`config.mk`:
```
export PLATFORM = sky130hd
export DESIGN_NAME = gnms_iou
export DESIGN_NICKNAME = d
export VERILOG_FILES = /design/src/hdl/gnms_pkg.sv /design/src/hdl/gnms_iou.sv
export SDC_FILE = /design/constraint.sdc
export NUM_CORES = 2
export LEC_CHECK = 0
export BUFFER_PORTS_ARGS = -buffer_cell sky130_fd_sc_hd__buf_2
export CAP_MARGIN = 20
export CORE_MARGIN = 4
export CORE_UTILIZATION = 40
export DETAILED_ROUTE_END_ITERATION = 12
export SYNTH_ARGS = -nofsm -noshare
export SYNTH_HDL_FRONTEND = slang
export SYNTH_SLANG_ARGS = --single-unit
```
`constraint.sdc`:
```
create_clock -name clk_i -period 20.2 [get_ports clk_i]
set_clock_uncertainty 0.05 [all_clocks]
set_input_delay 1.01 -clock clk_i [delete_from_list [all_inputs] [get_ports clk_i]]
set_output_delay 1.01 -clock clk_i [all_outputs]
set_load 0.1 [all_outputs]
```
`src/hdl/gnms_pkg.sv`:
```
// gnms_pkg: shared types and constants of the greedy iou nms block
// used by the interfaces, the box store, the iou unit and the top level
`default_nettype none

package gnms_pkg;

  localparam int unsigned GNMS_MAX_KEPT = 64;

  localparam int unsigned COORD_W = 14;
  localparam int unsigned SIZE_W  = 13;
  localparam int unsigned AREA_W  = 2 * SIZE_W;
  localparam int unsigned UNION_W = AREA_W + 1;
  localparam int unsigned THR_W   = 17;
  localparam int unsigned IDX_W   = 16;

  localparam logic [THR_W-1:0] THR_RESET = THR_W'(32768);
  localparam logic [IDX_W-1:0] IDX_MAX   = {IDX_W{1'b1}};

  typedef struct packed {
    logic signed [COORD_W-1:0] x;
    logic signed [COORD_W-1:0] y;
    logic [SIZE_W-1:0]         w;
    logic [SIZE_W-1:0]         h;
  } box_t;

  // status from the iou unit back to the sequencer
  typedef struct packed {
    logic done;
    logic hit;
  } iou_stat_t;

endpackage

`default_nettype wire

```
`src/hdl/gnms_iou.sv`:
```
// gnms_iou: three-stage iou test of the current box against one kept box
// overlap extents, then intersection and area, then union, then threshold compare
`default_nettype none

module gnms_iou (
  input  wire logic                        clk_i,
  input  wire logic                        rst_ni,
  input  wire logic                        start_i,
  input  wire gnms_pkg::box_t              a_i,
  input  wire logic [gnms_pkg::AREA_W-1:0] area_a_i,
  input  wire gnms_pkg::box_t              b_i,
  input  wire logic [gnms_pkg::THR_W-1:0]  thr_i,
  output gnms_pkg::iou_stat_t              stat_o
);
  import gnms_pkg::*;

  localparam int unsigned ProdW = THR_W + UNION_W;

  logic signed [COORD_W:0]   a_end, b_end, x_hi, y_hi, ay_end, by_end;
  logic signed [COORD_W-1:0] x_lo, y_lo;
  logic signed [COORD_W+1:0] dx_d, dy_d;

  logic signed [COORD_W+1:0] dx_q, dy_q;
  logic [SIZE_W-1:0]         bw_q, bh_q;
  logic [AREA_W-1:0]         inter_q, area_b_q;
  logic [UNION_W-1:0]        uni_q;
  logic [2:0]                v_q;

  logic [ProdW-1:0] lhs, rhs;

  always_comb begin
    a_end  = {a_i.x[COORD_W-1], a_i.x} + $signed({2'b00, a_i.w});
    b_end  = {b_i.x[COORD_W-1], b_i.x} + $signed({2'b00, b_i.w});
    ay_end = {a_i.y[COORD_W-1], a_i.y} + $signed({2'b00, a_i.h});
    by_end = {b_i.y[COORD_W-1], b_i.y} + $signed({2'b00, b_i.h});
    x_lo   = (a_i.x > b_i.x) ? a_i.x : b_i.x;
    y_lo   = (a_i.y > b_i.y) ? a_i.y : b_i.y;
    x_hi   = (a_end < b_end) ? a_end : b_end;
    y_hi   = (ay_end < by_end) ? ay_end : by_end;
    dx_d   = {x_hi[COORD_W], x_hi} - {{2{x_lo[COORD_W-1]}}, x_lo};
    dy_d   = {y_hi[COORD_W], y_hi} - {{2{y_lo[COORD_W-1]}}, y_lo};
  end

  always_ff @(posedge clk_i or negedge rst_ni) begin
    if (!rst_ni) begin
      v_q <= '0;
    end else begin
      v_q <= {v_q[1:0], start_i};
    end
  end

  always_ff @(posedge clk_i) begin
    if (start_i) begin
      dx_q <= dx_d;
      dy_q <= dy_d;
      bw_q <= b_i.w;
      bh_q <= b_i.h;
    end
    // a positive extent never exceeds the smaller box size, so 13 bits carry it
    if (dx_q > 0 && dy_q > 0) begin
      inter_q <= {{SIZE_W{1'b0}}, dx_q[SIZE_W-1:0]} * {{SIZE_W{1'b0}}, dy_q[SIZE_W-1:0]};
    end else begin
      inter_q <= '0;
    end
    area_b_q <= {{SIZE_W{1'b0}}, bw_q} * {{SIZE_W{1'b0}}, bh_q};
    uni_q    <= {1'b0, area_a_i} + {1'b0, area_b_q} - {1'b0, inter_q};
  end

  always_comb begin
    lhs = {{(ProdW - AREA_W - 16){1'b0}}, inter_q, 16'b0};
    rhs = {{UNION_W{1'b0}}, thr_i} * {{THR_W{1'b0}}, uni_q};
    stat_o.done = v_q[2];
    // empty union counts as zero iou
    if (uni_q == '0) begin
      stat_o.hit = (thr_i == '0);
    end else begin
      stat_o.hit = (lhs >= rhs);
    end
  end

endmodule

`default_nettype wire

```
# Word-level counts from Yosys, hierarchy flattened
# Index checks and enable logic that the tools add are counted.
dict set report op_classes {
  muxes 5
  n_mul 3
  add_sub_neg 8
  reduce_logical 3
  n_lt_le_gt_ge 7
}
# operator count
set ops {}
lappend ops {{adder 14 x 14 -> 15 bit} 4}
lappend ops {{multiplier 13 x 13 -> 26 bit} 2}
lappend ops {{greater-or-equal comparator 42 x 44 -> 1 bit} 1}
lappend ops {{multiplier 17 x 27 -> 44 bit} 1}
lappend ops {{> comparator 16 x 1 -> 1 bit (second input constant)} 2}
lappend ops {{subtractor 15 x 14 -> 16 bit} 2}
lappend ops {{less-than comparator 15 bit} 2}
lappend ops {{2-to-1 mux 15 bit} 2}
lappend ops {{> comparator 14 bit} 2}
lappend ops {{2-to-1 mux 14 bit} 2}
lappend ops {{adder 26 x 26 -> 27 bit} 1}
lappend ops {{zero test 27 bit} 1}
lappend ops {{subtractor 27 x 26 -> 27 bit} 1}
lappend ops {{zero test 17 bit} 1}
lappend ops {{logical AND 1 bit} 1}
lappend ops {{2-to-1 mux 1 bit} 1}
dict set report totals {
  output_inout_bits 2
  ff_bits 140
  inputBits 154
}

# Logic depth before layout (Yosys ltp)
dict set report logic_depth {
  ltp_word 4
  depth_mapped 34
}

# Worst setup path before layout
# OpenSTA, ideal clock, no wires.
dict set report synth_path {
  kind {input to output}
  start {input thr_i[2] (netlist bit)}
  end {output stat_o[0] (netlist bit)}
  path_buffers 2
  arrival_time_ns 9.541
  stages 32
  slack_ns 9.599
  path_cell_list {clkbuf_1 -> clkbuf_1 -> nand2_1 -> fa_1 -> inv_1 -> fa_1 -> inv_1 -> fa_1 -> fa_1 -> inv_1 -> fa_1 -> inv_1 -> fa_1 -> inv_1 -> ha_1 -> a21oi_1 -> o21bai_1 -> a211oi_1 -> a211oi_2 -> o41ai_4 -> o21ai_1 -> a21boi_1 -> o21ai_0 -> xnor2_1 -> ha_1 -> nand4_1 -> a2111oi_0 -> nand3_1 -> nor3_1 -> nand4_1 -> o31a_1 -> o31ai_2}
}
# element line_no
set synth_lines {}
lappend synth_lines {{from (decl)} gnms_iou.sv:12} ;# input wire logic [gnms_pkg::THR_W-1:0] thr_i,
lappend synth_lines {{to (decl)} gnms_iou.sv:13} ;# output gnms_pkg::iou_stat_t stat_o

==> impl_metrics.tcl <==
set metrics [dict create \
    criticalPathCategory "in2out" \
    synth_nets 5523 \
    fmax_ghz 0.09170 \
    yosys_warnings 0 \
    r2r_cells 21 \
    synth_compound_area_frac 0.08587 \
    grt.overflow.total 0 \
    hold_violations 0 \
    drtAntennaViolNets 0 \
    drt_iter0_markers 1318 \
    holdBufCountCts 0 \
    num-nets-final 5556 \
    ys_ff_latch 140 \
    final.fill_count 9207 \
    final_util 0.4310 \
    drv_slew 0 \
    crit_family "adder cells" \
    grt_pass1_wl_um 157800 \
    synthMuxAreaShare 0.01707 \
    post_drt_via_cell_ratio 5.040 \
    min_period_ps 10900 \
    synthArstFlopShare 0.02143 \
    clkTransAtPathRegs_ps 60 \
    slowest_delay_ps 570 \
    rsz0062_at_grt "false" \
    max_cap_viol_count 0 \
    syn2layout_area_growth_pct 6.618 \
    core_um2 91940 \
    synthFlopType "dfxtp_1" \
    ys_seq_area_frac 0.09143 \
    synth_edf_count 58 \
    place_inst 5527 \
    yosys.area_share.simple 0.1542 \
    crit_required_ps 19140 \
    r2r-end "area_b_q[25]" \
    critPathLaunch "thr_i[2]" \
    clkLatencyLatePin_ps 460 \
    rows 111 \
    synth_area_um2 37170 \
    wl_per_cell_um 16.96 \
    hp-class "in2async" \
    cp_slowest_cell "fa_1" \
    r2r_start "bw_q[6]" \
    crit_buf_inv 7 \
    cts_root_buffer "clkbuf_16" \
    synth-adder-area-share 0.5008 \
    synth_cells 4270 \
    antenna_found_initial 4 \
    cts_buffers 17 \
    max_slew_margin 0.2335 \
    synth_xor_xnor_area_share 0.03935 \
    drive_gt1_frac 0.05792 \
    die_y_um 312.8 \
    first_pass_iters 5 \
    cts_tree "built" \
    cp-endpoint "stat_o[0]" \
    grt_pass1_vias 29990 \
    htree_levels 4 \
    io_pins 156 \
    yosysUniqueCellTypes 79 \
    status "finished clean" \
    syn_area_per_cell_um2 8.704 \
    postCtsSetupBuffers 0 \
    cts_resized 0 \
    fp.dieW_um 312.8 \
    cp.depth 32 \
    critPathMostFrequentCell "fa_1" \
    place.detailed.hpwl_um 77330 \
    end_kind "primary output" \
    route.detailed.drc 0 \
    place_congestion 0.8901 \
    instances_no_fill 5563 \
    grtUsageTotal 0.2002 \
    arrival_ps 9840 \
    setup_viol 0 \
    cts_max_path_buffers 2 \
    die-area_um2 97860 \
    portBuffers 155 \
    wl_um 94370 \
    synth_top_family_by_area "adder cells" \
    cts.sinks 140 \
    ff2ff_setup_slack_ps 13940 \
    period_share 0.5398 \
    tns_ps 0 \
    grt_max_degree 60 \
    vias 28040 \
    worst_pin_slew_ps 1148 \
    start_util 0.4043 \
    cp-start-kind "input port" \
    critPathMaxFanout 28 \
]
==> through the flow <==
| step | hold WS [ps] | worst slack (ps) | cell area [µm²] |
|---|---|---|---|
| after floorplan | 281.2 | 9600 | 37170 |
| after global placement | 283.9 | 9453 | 39030 |
| after detailed placement | 299.2 | 9325 | 39060 |
| after CTS | 257.7 | 9260 | 39620 |
| after global routing | 266.5 | 8843 | 39630 |
| final | 291.2 | 9295 | 39630 |
==> cells in the mapped netlist (40+ instances only) <==
cell	number	area, µm²
and2_1	261	1633
xor2_1	49	429.2
a21o_1	83	623.1
edfxtp_1	58	1742
nor2_1	138	518.0
inv_1	928	3483
o21ai_0	68	340.3
fa_1	648	12970
mux2i_1	42	420.4
nor3_1	40	200.2
nand2_1	623	2338
a21oi_1	138	690.7
clkbuf_1	153	574.3
ha_1	451	5643
nand3_1	48	240.2
xnor2_1	118	1033
dfxtp_1	79	1582
==> worst register-to-register path, stage by stage (launching register included) <==
cell and delay (ps):
edfxtp_1 710, nand2_1 170, fa_1 560, inv_1 50, fa_1 470, inv_1 50
fa_1 510, inv_1 40, ha_1 260, inv_1 50, fa_1 480, inv_1 40
ha_1 330, a21o_1 180, nand2_1 50, o21ai_0 100, o41ai_1 630, o311a_1 380
o211ai_1 140, a31oi_1 300, o21ai_0 160, xnor2_1 390
==> area by class of cell <==
cell class | count | area (µm²) | share of cell area
Inverter | 928 | 3483 | 0.08790
Clock inverter | 14 | 121.4 | 0.003063
Clock buffer | 18 | 439.2 | 0.01108
Sequential cell | 140 | 3398 | 0.08575
Tap cell | 1243 | 1555 | 0.03925
Multi-Input combinational cell | 3036 | 29640 | 0.7479
Antenna cell | 4 | 10.01 | 0.0002526
Timing Repair Buffer | 180 | 983.4 | 0.02482
==> state kept, by name (all words and copies together), names as in the netlist <==
signal    cells
bw_q         13
uni_q        27
area_b_q     26
v_q           3
bh_q         13
inter_q      26
dy_q         16
dx_q         16
==> logic make-up (layout without fill, tap and decap cells) <==
group,after synthesis,count (layout)
compound gates,475,475
xor+xnor,167,167
fa+ha+maj,1099,1099
buf+inv,1094,1140
flops,140,140
mux,60,60
other cells,0,4
simple gates,1235,1235
==> layer usage <==
layer  part of all wire  global-route usage  wire length [µm]
met3              0.042             0.02089              3937
met2               0.48              0.3464             45370
met4              0.021             0.04883              1998
met1               0.46              0.2702             43070
met5                  0                   0                 0
==> worst min path at each step <==
stage	start	end	slack [ps]	depth (start not counted)
final	rst_ni	v_q[2]	290	1
after global routing	rst_ni	v_q[2]	270	1
after CTS	rst_ni	v_q[2]	260	1
after detailed placement	v_q[0]	v_q[1]	300	0
after global placement	v_q[0]	v_q[1]	280	0
after floorplan	v_q[0]	v_q[1]	280	0
==> layout by cell type, fill, tap and decap left out, types with 19 or more instances in the layout <==
| cell | count |
|---|---|
| buf_4 | 24 |
| nand4_1 | 27 |
| nand3_1 | 48 |
| xnor2_1 | 118 |
| inv_1 | 928 |
| nor2b_1 | 21 |
| buf_2 | 155 |
| nor2_1 | 138 |
| edfxtp_1 | 58 |
| ha_1 | 451 |
| o21bai_1 | 24 |
| and2_1 | 261 |
| nand2_1 | 623 |
| nor3_1 | 40 |
| a211oi_1 | 27 |
| xor2_1 | 49 |
| o21ai_0 | 68 |
| dfxtp_1 | 79 |
| fa_1 | 648 |
| a21oi_1 | 138 |
| mux2i_1 | 42 |
| a21o_1 | 83 |
| nor4_1 | 19 |
| o21a_1 | 23 |
Power is not shown: default switching activity piles up to over one toggle a cycle in this logic, so the estimate is an artifact.
